File: config.mk
export PLATFORM = sky130hd
export DESIGN_NAME = pidtm_mulq
export DESIGN_NICKNAME = d
export VERILOG_FILES = /design/src/design/pid_controller_three_mode_core_assert.svh /design/src/design/pidtm_pkg.sv /design/src/design/pidtm_mulq.sv
export SDC_FILE = /design/constraint.sdc
export NUM_CORES = 2
export LEC_CHECK = 0
export BUFFER_PORTS_ARGS = -buffer_cell sky130_fd_sc_hd__buf_4
export CAP_MARGIN = 25
export CELL_PAD_IN_SITES_DETAIL_PLACEMENT = 1
export CELL_PAD_IN_SITES_GLOBAL_PLACEMENT = 1
export CORE_MARGIN = 2
export CORE_UTILIZATION = 41
export DETAILED_ROUTE_END_ITERATION = 8
export PLACE_DENSITY = 0.73
export SETUP_SLACK_MARGIN = 0.4
export SLEW_MARGIN = 10
export SYNTH_ARGS = -nofsm -noshare
export SYNTH_HDL_FRONTEND = slang
export SYNTH_SLANG_ARGS = --single-unit
File: constraint.sdc
create_clock -name clk_i -period 13.85 [get_ports clk_i]
set_input_delay 4.155 -clock clk_i [delete_from_list [all_inputs] [get_ports clk_i]]
set_output_delay 4.155 -clock clk_i [all_outputs]
set_load 0.01 [all_outputs]
File: src/design/pid_controller_three_mode_core_assert.svh
// assertion macros shared by the pid controller modules
`ifndef PID_CONTROLLER_THREE_MODE_CORE_ASSERT_SVH
`define PID_CONTROLLER_THREE_MODE_CORE_ASSERT_SVH

// condition implies consequence in the same cycle
`define PIDTM_ASSERT_NOW(label, ante, cons, msg) \
  label: assert property (@(posedge clk_i) disable iff (!rst_ni) (ante) |-> (cons)) \
    else $error(msg);

// condition implies consequence in the next cycle
`define PIDTM_ASSERT_NEXT(label, ante, cons, msg) \
  label: assert property (@(posedge clk_i) disable iff (!rst_ni) (ante) |=> (cons)) \
    else $error(msg);

`endif

File: src/design/pidtm_pkg.sv
// types, constants and saturation helpers of the pid controller
package pidtm_pkg;

  localparam int DATA_WIDTH = 32;
  localparam int FRAC_BITS  = 16;
  localparam int ACC_W      = DATA_WIDTH + 4;
  localparam int PROD_W     = 2 * DATA_WIDTH;
  localparam int CFG_IDX_W  = 3;

  typedef logic signed [DATA_WIDTH-1:0] data_t;
  typedef logic signed [ACC_W-1:0]      acc_t;

  localparam data_t DATA_MAX = {1'b0, {(DATA_WIDTH-1){1'b1}}};
  localparam data_t DATA_MIN = {1'b1, {(DATA_WIDTH-1){1'b0}}};

  localparam data_t BAND_WIDE     = data_t'(50 * (2 ** FRAC_BITS));
  localparam data_t NEG_BAND_WIDE = -BAND_WIDE;
  localparam data_t WINDOW        = data_t'(200 * (2 ** FRAC_BITS));
  localparam data_t NEG_WINDOW    = -WINDOW;
  localparam data_t BAND_FINE     = data_t'(((2 ** FRAC_BITS) + 2) / 5);
  localparam data_t NEG_BAND_FINE = -BAND_FINE;

  typedef enum logic [1:0] {
    MODE_POS  = 2'd0,
    MODE_BAND = 2'd1,
    MODE_INCR = 2'd2
  } law_mode_e;

  typedef enum logic [CFG_IDX_W-1:0] {
    REG_GAIN_P       = 3'd0,
    REG_GAIN_I       = 3'd1,
    REG_GAIN_D       = 3'd2,
    REG_SETPOINT     = 3'd3,
    REG_LAW_MODE     = 3'd4,
    REG_INTEGRAL_MAX = 3'd5,
    REG_INTEGRAL_MIN = 3'd6
  } cfg_idx_e;

  typedef struct packed {
    data_t val;
    logic  ovf;
  } sat_t;

  // multiplicands for the three gains plus the item's flags
  typedef struct packed {
    data_t x_p;
    data_t x_i;
    data_t x_d;
    logic  ovf;
    logic  incr;
  } opnd_t;

  function automatic acc_t to_acc(input data_t x);
    return acc_t'(x);
  endfunction

  function automatic sat_t sat_acc(input acc_t x);
    sat_t r;
    logic fits;
    fits  = (&x[ACC_W-1:DATA_WIDTH-1]) | ~(|x[ACC_W-1:DATA_WIDTH-1]);
    r.ovf = ~fits;
    if (fits) begin
      r.val = x[DATA_WIDTH-1:0];
    end else if (x[ACC_W-1]) begin
      r.val = DATA_MIN;
    end else begin
      r.val = DATA_MAX;
    end
    return r;
  endfunction

endpackage

File: src/design/pidtm_mulq.sv
// registered fixed-point multiply: floor shift by the fraction bits, then saturate
module pidtm_mulq import pidtm_pkg::*; (
  input  logic  clk_i,
  input  logic  en_i,
  input  data_t gain_i,
  input  data_t x_i,
  output data_t prod_o,
  output logic  ovf_o
);

  logic signed [PROD_W-1:0] full;
  logic signed [PROD_W-1:0] shifted;
  logic                     fits;
  data_t                    prod_d;
  data_t                    prod_q;
  logic                     ovf_q;

  always_comb begin
    full    = gain_i * x_i;
    shifted = full >>> FRAC_BITS;
    fits    = (&shifted[PROD_W-1:DATA_WIDTH-1]) | ~(|shifted[PROD_W-1:DATA_WIDTH-1]);
    if (fits) begin
      prod_d = shifted[DATA_WIDTH-1:0];
    end else if (full[PROD_W-1]) begin
      prod_d = DATA_MIN;
    end else begin
      prod_d = DATA_MAX;
    end
  end

  always_ff @(posedge clk_i) begin
    if (en_i) begin
      prod_q <= prod_d;
      ovf_q  <= ~fits;
    end
  end

  assign prod_o = prod_q;
  assign ovf_o  = ovf_q;

endmodule

==> results by group <==
Logic synthesis
  • Synth Flop Type: edfxtp_1
  • Sequential fraction of the synthesis area: 2.63%
  • XOR/XNOR Fraction of Synth Area: 1.42%
  • Yosys Warn Count: 0
  • Synth Area in Adders: 63.4%
  • Count leader, synth: fa_1
  • Top area cells in the synthesized netlist: fa_1 (57%), inv_1 (9.2%), and2_1 (8.4%)
  • Distinct cells, synth: 78
  • Cell area after synthesis: 37700 um^2
  • FF+latch count, synth: 33
  • EDFF count, synth: 33
  • Mapped Nets: 5319
  • Synth top area share: 57.4%
  • Post-synthesis mux area share: 0.0797%
  • Synth cell count leaders: fa_1 (1081), inv_1 (926), nand2_1 (552), and2_1 (508), clkbuf_1 (209)
  • Mapped Cells: 3992
  • Main combinational cell family by area after synthesis: adder cells
  • Ys async rst share: 0%
  • Synthesized area per cell: 9.44 um^2
  • Synth Area in Simple Gates: 16.4%
  • Area leader, netlist: fa_1
  • Complex-gate fraction of the synthesized area: 4.47%

Finish
  • Layout area overhead: 4.47%
  • Design Area, Final: 39400 um^2
  • Share of cells above drive strength 1: 3.75%
  • Fin nets: 5218
  • # fillers: 10500
  • Final Core Density: 43.1%

Timing
  • Max Clk Rate: 0.0769 GHz
  • Min Hold Slack: 4.35 ns
  • Least-Margin Pin Slew: 0.929 ns
  • RSZ-0062 raised after global routing: no
  • Final Setup Violations: 0
  • Setup TNS: 0 ns
  • Slew headroom: 38.0%
  • Final hold violation count: 0
  • Fin crit share: 93.9%
  • Max-slew violations: 0
  • Period minus WS final: 13.01 ns

Worst setup path
  • WP data required: 13.88 ns
  • CP endpoint kind: register
  • Arr. time, crit path: 13.05 ns
  • Most frequent CP cell: fa_1
  • Worst Path Buf+Inv: 9
  • WS Path Type: in2reg
  • Crit Path Max Fanout: 32
  • CP startpoint: gain_i[31]
  • Worst setup SP type: primary input
  • Crit path capture: prod_o[0]$_DFFE_PP_
  • Critical Path Stages: 30
  • CP max stage delay: 0.61 ns
  • Top Family by Delay on Critical Path: adder cells
  • Crit-path slowest cell: fa_1

Clock network
  • Hold buffers post-CTS: 0
  • CTS root buf: clkbuf_16
  • Max clock buf depth: 2
  • Total CTS buffers: 5
  • TritonCTS clock tree: built
  • CTS HTree Levels: 2
  • Clk sinks: 33
  • Clock slew at reported path FFs: 0.06 ns

Routing
  • Vias/cell: 5.21
  • Initial drt markers: 982
  • DRT antenna net count: 0
  • # DRC: 0
  • First-pass DRT Iterations: 4
  • Drt wl/cell: 21.6 um
  • Routed via count: 26400
  • Final wirelength: 110000 um

GRT
  • Routing usage on met3: 1.28%
  • Total global routing overflow: 0
  • First-pass GRT wire length: 179000 um
  • M1 GR Usage: 30.0%
  • Initial antenna violation count: 2
  • Met2 Usage GRT: 45.9%
  • Largest net degree at the start of global routing: 34
  • GRT busiest layer: met2
  • Number of global-route vias before repair: 31500
  • Overall routing resource usage: 24.4%

Die
  • Die area: 94400 um^2
  • Die Span X: 307 um
  • Die span in y: 307 um
  • Row count: 111
  • Core area: 91400 um^2
  • Initial Util: 41.2%
  • I/O pin cnt: 99

Flow run
  • Max_cap viols: 0

Placement
  • Dpl cell area: 39200 um^2
  • GPL Wtd Cong: 0.863
  • I/O Buffers: 98
  • DPL Wire Length: 92900 um

Outcome
  • Outcome: finished, final reports clean

Min path
  • Hold Crit Class: in2reg
[what timing repair did]
action	4_1_cts	5_1_grt
gates resized for setup	0	7
setup buffers	0	1
endpoints found under the setup margin	0	32
[metrics by stage]
step	cells	worst slack, ns
final	5079	0.838
after global routing	5078	0.400
after CTS	5077	0.507
after detailed placement	5069	0.261
after global placement	5069	0.486
after floorplan	3992	1.01
[flip-flops by register name, summed over array words and instances (netlist names)]
| register | count |
|---|---|
| prod_o | 32 |
| ovf_o | 1 |
[final cells by class]
| cell class | instances | area (um^2) | share of cell area, % |
|---|---|---|---|
| Inverter | 926 | 3480 | 8.85 |
| Sequential cell | 33 | 991 | 2.52 |
| Clock buffer | 5 | 125 | 0.318 |
| Clock inverter | 3 | 65.1 | 0.165 |
| Timing Repair Buffer | 115 | 863 | 2.19 |
| Multi-Input combinational cell | 2810 | 32400 | 82.2 |
| Antenna cell | 1 | 2.50 | 0.00636 |
| Tap cell | 1186 | 1480 | 3.77 |
[logic make-up after synthesis]
logic type / Yosys count
and+or+nand+nor: 1232
adders and majority gates: 1261
muxes: 3
DFF: 33
buffers and inverters: 1149
AOI/OAI and AO/OA: 256
xor gates and xnor gates: 58
[worst min path at each step]
stage	from	to	cells past startpoint
floorplan	en_i	ovf_o$_DFFE_PP_	0
global placement	prod_o[16]$_DFFE_PP_	prod_o[16]	1
detailed placement	prod_o[18]$_DFFE_PP_	prod_o[18]	1
CTS	en_i	prod_o[31]$_DFFE_PP_	1
global route	en_i	ovf_o$_DFFE_PP_	1
finish	en_i	prod_o[31]$_DFFE_PP_	1
[layout by cell type (no fill, tap or decap), types with 3 or more instances in the layout]
master and n:
inv_1 924, or3_1 4, xnor2_1 33, ha_1 179, a31oi_1 4, a21oi_1 78
o21ai_0 32, clkbuf_16 5, o211ai_1 14, o311ai_0 3, o21ai_1 14, a211oi_1 7
nor2_1 59, mux2i_1 3, nor3_1 17, o21bai_1 7, and4_1 5, nand3_1 16
or4_1 3, and2_1 508, buf_4 115, o21a_1 40, nand2b_1 13, nand2_1 552
nor4_1 5, fa_1 1080, a21boi_0 3, a21o_1 17, nand4_1 27, edfxtp_1 33
and3_1 6, xor2_1 23, a21oi_2 3
[layer usage]
layer  wire, um  vias to the layer above  part of all wire, %
met5         13                        -                0.012
met4       3850                        2                  3.5
met3       2570                      163                  2.3
met2      59700                      447                   54
met1      43600                    14500                   40
li1           -                    11400                    -
Power is left out: the tool's default activity adds up to more than one toggle a clock period on the data nets, which glitch-free logic cannot reach.
