$ cat config.mk
export PLATFORM = sky130hd
export DESIGN_NAME = pidtm_front
export DESIGN_NICKNAME = d
export VERILOG_FILES = /design/src/design/pidtm_pkg.sv /design/src/design/pidtm_front.sv
export VERILOG_INCLUDE_DIRS = /design/src /design/src/design
export SDC_FILE = /design/constraint.sdc
export NUM_CORES = 1
export LEC_CHECK = 0
export BUFFER_PORTS_ARGS = -buffer_cell sky130_fd_sc_hd__buf_4
export CAP_MARGIN = 10
export CELL_PAD_IN_SITES_DETAIL_PLACEMENT = 1
export CELL_PAD_IN_SITES_GLOBAL_PLACEMENT = 1
export CORE_MARGIN = 8
export CORE_UTILIZATION = 30
export CTS_CLUSTER_DIAMETER = 200
export DETAILED_ROUTE_END_ITERATION = 10
export PLACE_DENSITY_LB_ADDON = 0.1
export SKIP_CTS_REPAIR_TIMING = 1
export SYNTH_ARGS = -nofsm -noshare
export SYNTH_HDL_FRONTEND = slang
export SYNTH_SLANG_ARGS = --single-unit
export TNS_END_PERCENT = 20
$ cat constraint.sdc
create_clock -name clk_i -period 14.53 [get_ports clk_i]
set_input_delay 2.906 -clock clk_i [delete_from_list [all_inputs] [get_ports clk_i]]
set_output_delay 2.906 -clock clk_i [all_outputs]
set_load 0.05 [all_outputs]
$ cat src/design/pid_controller_three_mode_core_assert.svh
// assertion macros shared by the pid controller modules
`ifndef PID_CONTROLLER_THREE_MODE_CORE_ASSERT_SVH
`define PID_CONTROLLER_THREE_MODE_CORE_ASSERT_SVH

// condition implies consequence in the same cycle
`define PIDTM_ASSERT_NOW(label, ante, cons, msg) \
  label: assert property (@(posedge clk_i) disable iff (!rst_ni) (ante) |-> (cons)) \
    else $error(msg);

// condition implies consequence in the next cycle
`define PIDTM_ASSERT_NEXT(label, ante, cons, msg) \
  label: assert property (@(posedge clk_i) disable iff (!rst_ni) (ante) |=> (cons)) \
    else $error(msg);

`endif

$ cat src/design/pidtm_pkg.sv
// types, constants and saturation helpers of the pid controller
package pidtm_pkg;

  localparam int DATA_WIDTH = 32;
  localparam int FRAC_BITS  = 16;
  localparam int ACC_W      = DATA_WIDTH + 4;
  localparam int PROD_W     = 2 * DATA_WIDTH;
  localparam int CFG_IDX_W  = 3;

  typedef logic signed [DATA_WIDTH-1:0] data_t;
  typedef logic signed [ACC_W-1:0]      acc_t;

  localparam data_t DATA_MAX = {1'b0, {(DATA_WIDTH-1){1'b1}}};
  localparam data_t DATA_MIN = {1'b1, {(DATA_WIDTH-1){1'b0}}};

  localparam data_t BAND_WIDE     = data_t'(50 * (2 ** FRAC_BITS));
  localparam data_t NEG_BAND_WIDE = -BAND_WIDE;
  localparam data_t WINDOW        = data_t'(200 * (2 ** FRAC_BITS));
  localparam data_t NEG_WINDOW    = -WINDOW;
  localparam data_t BAND_FINE     = data_t'(((2 ** FRAC_BITS) + 2) / 5);
  localparam data_t NEG_BAND_FINE = -BAND_FINE;

  typedef enum logic [1:0] {
    MODE_POS  = 2'd0,
    MODE_BAND = 2'd1,
    MODE_INCR = 2'd2
  } law_mode_e;

  typedef enum logic [CFG_IDX_W-1:0] {
    REG_GAIN_P       = 3'd0,
    REG_GAIN_I       = 3'd1,
    REG_GAIN_D       = 3'd2,
    REG_SETPOINT     = 3'd3,
    REG_LAW_MODE     = 3'd4,
    REG_INTEGRAL_MAX = 3'd5,
    REG_INTEGRAL_MIN = 3'd6
  } cfg_idx_e;

  typedef struct packed {
    data_t val;
    logic  ovf;
  } sat_t;

  // multiplicands for the three gains plus the item's flags
  typedef struct packed {
    data_t x_p;
    data_t x_i;
    data_t x_d;
    logic  ovf;
    logic  incr;
  } opnd_t;

  function automatic acc_t to_acc(input data_t x);
    return acc_t'(x);
  endfunction

  function automatic sat_t sat_acc(input acc_t x);
    sat_t r;
    logic fits;
    fits  = (&x[ACC_W-1:DATA_WIDTH-1]) | ~(|x[ACC_W-1:DATA_WIDTH-1]);
    r.ovf = ~fits;
    if (fits) begin
      r.val = x[DATA_WIDTH-1:0];
    end else if (x[ACC_W-1]) begin
      r.val = DATA_MIN;
    end else begin
      r.val = DATA_MAX;
    end
    return r;
  endfunction

endpackage

$ cat src/design/pidtm_front.sv
// error, dead band and integral stage with the controller's error history
`include "pid_controller_three_mode_core_assert.svh"

module pidtm_front import pidtm_pkg::*; (
  input  logic      clk_i,
  input  logic      rst_ni,
  input  logic      step_i,
  input  data_t     measured_i,
  input  data_t     setpoint_i,
  input  law_mode_e law_mode_i,
  input  data_t     integral_max_i,
  input  data_t     integral_min_i,
  output opnd_t     opnd_o
);

  data_t integral_q, integral_d;
  data_t error_prev_q, error_prev2_q;
  data_t e_new;

  sat_t  err;
  sat_t  diff1;
  sat_t  diff2;
  sat_t  int_pos;
  data_t e_fine;
  data_t e_band;
  data_t int_base;
  data_t int_band;
  acc_t  int_sum;
  logic  in_band;
  logic  in_window;

  always_comb begin
    err = sat_acc(to_acc(setpoint_i) - to_acc(measured_i));

    // incremental law: small errors count as zero
    e_fine = (err.val < BAND_FINE && err.val > NEG_BAND_FINE) ? '0 : err.val;

    // dead band law: a small error also empties the integral
    in_band   = (err.val >= NEG_BAND_WIDE) && (err.val <= BAND_WIDE);
    e_band    = in_band ? '0 : err.val;
    int_base  = in_band ? '0 : integral_q;
    in_window = (e_band > NEG_WINDOW) && (e_band < WINDOW);
    int_sum   = to_acc(int_base) + to_acc(e_band);
    // upper limit is tested first, so with crossed limits a sum above it gives the upper one, any other the lower
    if (!in_window) begin
      int_band = int_base;
    end else if (int_sum > to_acc(integral_max_i)) begin
      int_band = integral_max_i;
    end else if (int_sum < to_acc(integral_min_i)) begin
      int_band = integral_min_i;
    end else begin
      int_band = int_sum[DATA_WIDTH-1:0];
    end

    int_pos = sat_acc(to_acc(integral_q) + to_acc(err.val));

    unique case (law_mode_i)
      MODE_INCR: begin
        e_new      = e_fine;
        integral_d = integral_q;
      end
      MODE_BAND: begin
        e_new      = e_band;
        integral_d = int_band;
      end
      default: begin
        e_new      = err.val;
        integral_d = int_pos.val;
      end
    endcase

    diff1 = sat_acc(to_acc(e_new) - to_acc(error_prev_q));
    diff2 = sat_acc(to_acc(e_new) - (to_acc(error_prev_q) <<< 1) + to_acc(error_prev2_q));

    if (law_mode_i == MODE_INCR) begin
      opnd_o.x_p  = diff1.val;
      opnd_o.x_i  = e_new;
      opnd_o.x_d  = diff2.val;
      opnd_o.ovf  = err.ovf | diff1.ovf | diff2.ovf;
      opnd_o.incr = 1'b1;
    end else begin
      opnd_o.x_p  = e_new;
      opnd_o.x_i  = integral_d;
      opnd_o.x_d  = diff1.val;
      opnd_o.ovf  = err.ovf | diff1.ovf;
      opnd_o.incr = 1'b0;
    end
  end

  always_ff @(posedge clk_i or negedge rst_ni) begin
    if (!rst_ni) begin
      integral_q    <= '0;
      error_prev_q  <= '0;
      error_prev2_q <= '0;
    end else if (step_i) begin
      integral_q    <= integral_d;
      error_prev_q  <= e_new;
      error_prev2_q <= error_prev_q;
    end
  end

  `PIDTM_ASSERT_NEXT(a_state_hold, !step_i,
    $stable(error_prev_q) && $stable(integral_q) && $stable(error_prev2_q),
    "controller state changed without an item")
  `PIDTM_ASSERT_NEXT(a_history_shift, step_i, error_prev2_q == $past(error_prev_q),
    "error history did not shift with the item")

endmodule

==> reports/results.md <==
| Group | Metric | This run |
|---|---|---|
| setup path | Startpoint of the lowest-slack register-to-register path | integral_q[0] |
| setup path | End of the worst register-to-register path | integral_q[31] |
| place | Input/output buffers | 230 |
| timing | Sum of negative setup slack | -0.4478 ns |
| setup path | Startpoint types | input port |
| setup path | Worst setup startpoint | setpoint_i[0] |
| global routing | Largest net degree at the start of global routing | 77 |
| clocking | Clock transition at the registers of the reported paths | 0.07 ns |
| detailed routing | Metal3 WL | 4.522 mm |
| timing | Setup repair after global routing missed its margin | true |
| worst hold path | Hold Path Class | register to register |
| setup path | Critical Path Sink | opnd_o[38] |
| run status | Violations in the final reports | negative setup slack |
| cells and area | Post-layout nets | 4105 |
| power | Maximum ir drop on the vdd rail | 0.1627 mV |
| detailed routing | Highest metal layer used by the detailed router | met5 |
| detailed routing | Routed via count | 25510 |
| cells and area | Area grow syn2layout | 44.57% |
| synthesis | Syn Inst Count | 2960 |
| synthesis | Top area cells in the synthesized netlist | sky130_fd_sc_hd__ha_1, sky130_fd_sc_hd__dfrtp_1, sky130_fd_sc_hd__nand2_1 |
| place | RePlAce Congestion | 0.9266 |
| detailed routing | Met2 wirelength from detailed routing | 47.85 mm |
| detailed routing | Total Routed Length | 106.5 mm |
| synthesis | Top-area cell type share of the netlist area | 0.1387 |
| clocking | Number of clock sinks | 96 |
| floorplanning | Die area | 0.07749 mm^2 |
| setup path | Cell seen most often among critical-path stages | sky130_fd_sc_hd__buf_4 |
| cells and area | Diodes inserted | 0 |
| timing | Setup WS post-layout | -0.08747 ns |
| setup path | Worst r2r path cells | 32 |
| synthesis | Library cell with the largest summed area after synthesis | sky130_fd_sc_hd__ha_1 |
| detailed routing | Average wire per cell in the routed design | 23.20 um |
| clocking | Source-to-sink clock delay at the later pin of the worst-skew pair | 0.38 ns |
| detailed routing | Met1 wire length | 51.31 mm |
| flow run | MaxCap Viol Count | 0 |
| clocking | Clock tree from TritonCTS | built |
| synthesis | Net count of the mapped netlist | 3358 |
| synthesis | Seq cells post-synth | 96 |
| synthesis | Distinct cell type count of the synthesized netlist | 111 |
| setup path | CP bufs+invs | 13 |
| timing | Highest clock frequency the design can meet | 0.06841 GHz |
| timing | Worst Skew | 0.005256 ns |
| synthesis | Dominant synthesized flop cell | sky130_fd_sc_hd__dfrtp_1 |
| global routing | Wire length of the first global-routing pass | 159.0 mm |
| global routing | GRT Overall Usage | 0.2583 |
| floorplanning | Placeable core region | 0.06835 mm^2 |
| run status | Result of the run | finished, violations left |
| floorplanning | Floorplan row count | 96 |
| synthesis | Commonest cells in the synthesized netlist | sky130_fd_sc_hd__nand2_1, sky130_fd_sc_hd__inv_1, sky130_fd_sc_hd__nor2_1, sky130_fd_sc_hd__ha_1, sky130_fd_sc_hd__a21oi_1 |
| timing | Share of the clock period used by the worst path after layout | 1.006 |
| setup path | Critical path required time | 11.62 ns |
| synthesis | Share of synthesized registers carrying an async set or reset | 1.000 |
| synthesis | Number of flops mapped to enable cells by yosys | 0 |
| place | HPWL after DPL | 87.97 mm |
| setup path | Crit path kind | input port to output pin |
| floorplanning | Starting utilization of the core area | 0.3022 |
| setup path | CP top delay family | compound AO/OA/AOI/OAI gates |
| timing | Max-slew violations | 0 |
| setup path | Type of destination of the critical path | output pin |
| global routing | Number of antenna violations at the first check in global routing | 1 |
| clocking | Clock root cell | sky130_fd_sc_hd__clkbuf_16 |
| clocking | Number of buffers between clock root and the deepest sink | 2 |
| global routing | Number of global-route vias before repair | 26430 |
| detailed routing | Length of the first detailed-routing pass in iterations | 7 |
| setup path | CP peak stage delay | 0.48 ns |
| clocking | Total CTS buffers | 9 |
| detailed routing | Antenna Violating Nets Remaining | 0 |
| synthesis | Cell with the most instances after synthesis | sky130_fd_sc_hd__nand2_1 |
| floorplanning | Die width | 278.4 um |
| setup path | Largest driver fanout on the critical path | 8 |
| floorplanning | I/O pin count | 231 |
| synthesis | Yosys synthesis warning count | 0 |
| global routing | GRT overflow | 0 |
| timing | Count of final hold-check violations | 0 |
| setup path | R2R Setup Slk | 8.27 ns |
| power | Pwr/cell area | 301.9 mW/mm^2 |
| timing | WHS | 0.5058 ns |
| setup path | Data arrival at the endpoint of the critical path | 11.71 ns |
| synthesis | Share of the yosys chip area belonging to registers | 0.1163 |
| detailed routing | First-iteration detailed-routing DRC count | 1445 |
| timing | Final critical delay including setup and external delays | 14.62 ns |
| cells and area | Share of final-layout standard cells stronger than drive strength 1 | 0.3169 |
| detailed routing | Vias per inst | 5.554 |
| worst hold path | Worst hold stages | 1 |
| setup path | CP max-delay cell | sky130_fd_sc_hd__a2111o_1 |
| synthesis | Avg Inst Size Synth | 6.977 um^2 |
| detailed routing | DRC | 0 |
| place | Pre-CTS setup slack | -1.239 ns |
| timing | Finish-stage setup viols | 12 |
| timing | Slew of the pin with the lowest slew margin | 1.221 ns |
| setup path | Crit path depth | 49 |
| clocking | Count of H-tree levels built during CTS | 3 |
| timing | Relative max-transition margin | 0.1828 |
| synthesis | Summed instance area of the synthesized netlist | 0.02065 mm^2 |
| power | Leakage | 14.30 nW |
| floorplanning | Chip Height | 278.4 um |
cells by family after synthesis:
| logic type | after synthesis | share of synthesized area |
|---|---|---|
| mux | 49 | 0.02454 |
| flops | 96 | 0.1163 |
| xor+xnor | 128 | 0.05429 |
| compound gates | 991 | 0.3169 |
| fa+ha+maj | 270 | 0.1761 |
| buf+inv | 440 | 0.08422 |
| simple gates | 986 | 0.2277 |
per-layer routing:
layer | global-route usage | up-vias
met3 | 0.02479 | 122
met2 | 0.4113 | 630
met4 | 0.07233 | 2
met5 | 0 | -
li1 | - | 12170
met1 | 0.3679 | 12590
registers in the layout (all words and copies together), names as in the netlist:
| signal | flops |
|---|---|
| error_prev2_q | 32 |
| error_prev_q | 32 |
| integral_q | 32 |
metrics by stage:
| stage | utilization | power, W | area [um^2] | instances |
|---|---|---|---|---|
| 4_1_cts | 0.4085 | 0.008166 | 27920 | 4560 |
| 3_3_place_gp | 0.4040 | 0.007690 | 27610 | 4545 |
| 2_1_floorplan | - | 0.004698 | 20670 | 2960 |
| 3_5_place_dp | 0.4040 | 0.007846 | 27610 | 4545 |
| 6_report | 0.4368 | 0.009012 | 29850 | 4593 |
| 5_1_grt | 0.4368 | 0.009669 | 29850 | 4593 |
power breakdown:
part | leakage, nW | internal [W] | switching [W]
logic | 12.9 | 0.00353 | 0.00477
clock network | 0.149 | 0.000151 | 0.000125
registers | 1.22 | 0.000346 | 0.0000913
total | 14.3 | 0.00402 | 0.00499
worst min path at each step:
stage	slack, ns	from	to
after global placement	0.49	error_prev_q[2]	error_prev2_q[2]
after global routing	0.53	error_prev_q[1]	error_prev2_q[1]
after detailed placement	0.49	error_prev_q[1]	error_prev2_q[1]
after CTS	0.51	error_prev_q[1]	error_prev2_q[1]
after floorplan	0.46	integral_q[16]	integral_q[16]
final	0.51	error_prev_q[1]	error_prev2_q[1]
placed cells by master (no fill, tap or decap), drive strengths merged, types with 24 or more instances in the layout:
cell    instances
buf           872
nand2         311
inv           300
nor2          268
o21ai         231
ha            229
a21oi         226
dfrtp          96
xnor2          93
nand3          81
nor3           79
a21o           66
a211oi         64
o22ai          60
o31ai          55
and2           45
o211ai         43
o21a           41
fa             36
mux2i          36
xor2           35
nand2b         31
nand4          30
a31oi          28
and3           25
nor2b          24
cell type report:
| class | instances | area [um^2] |
|---|---|---|
| Sequential cell | 96 | 2402 |
| Multi-Input combinational cell | 2425 | 17970 |
| Tap cell | 882 | 1104 |
| Clock buffer | 10 | 229.0 |
| Inverter | 300 | 1131 |
| Timing Repair Buffer | 875 | 6934 |
| Fill cell | 8446 | 38490 |
| Clock inverter | 5 | 81.33 |
(Power assumes the default switching activity.)
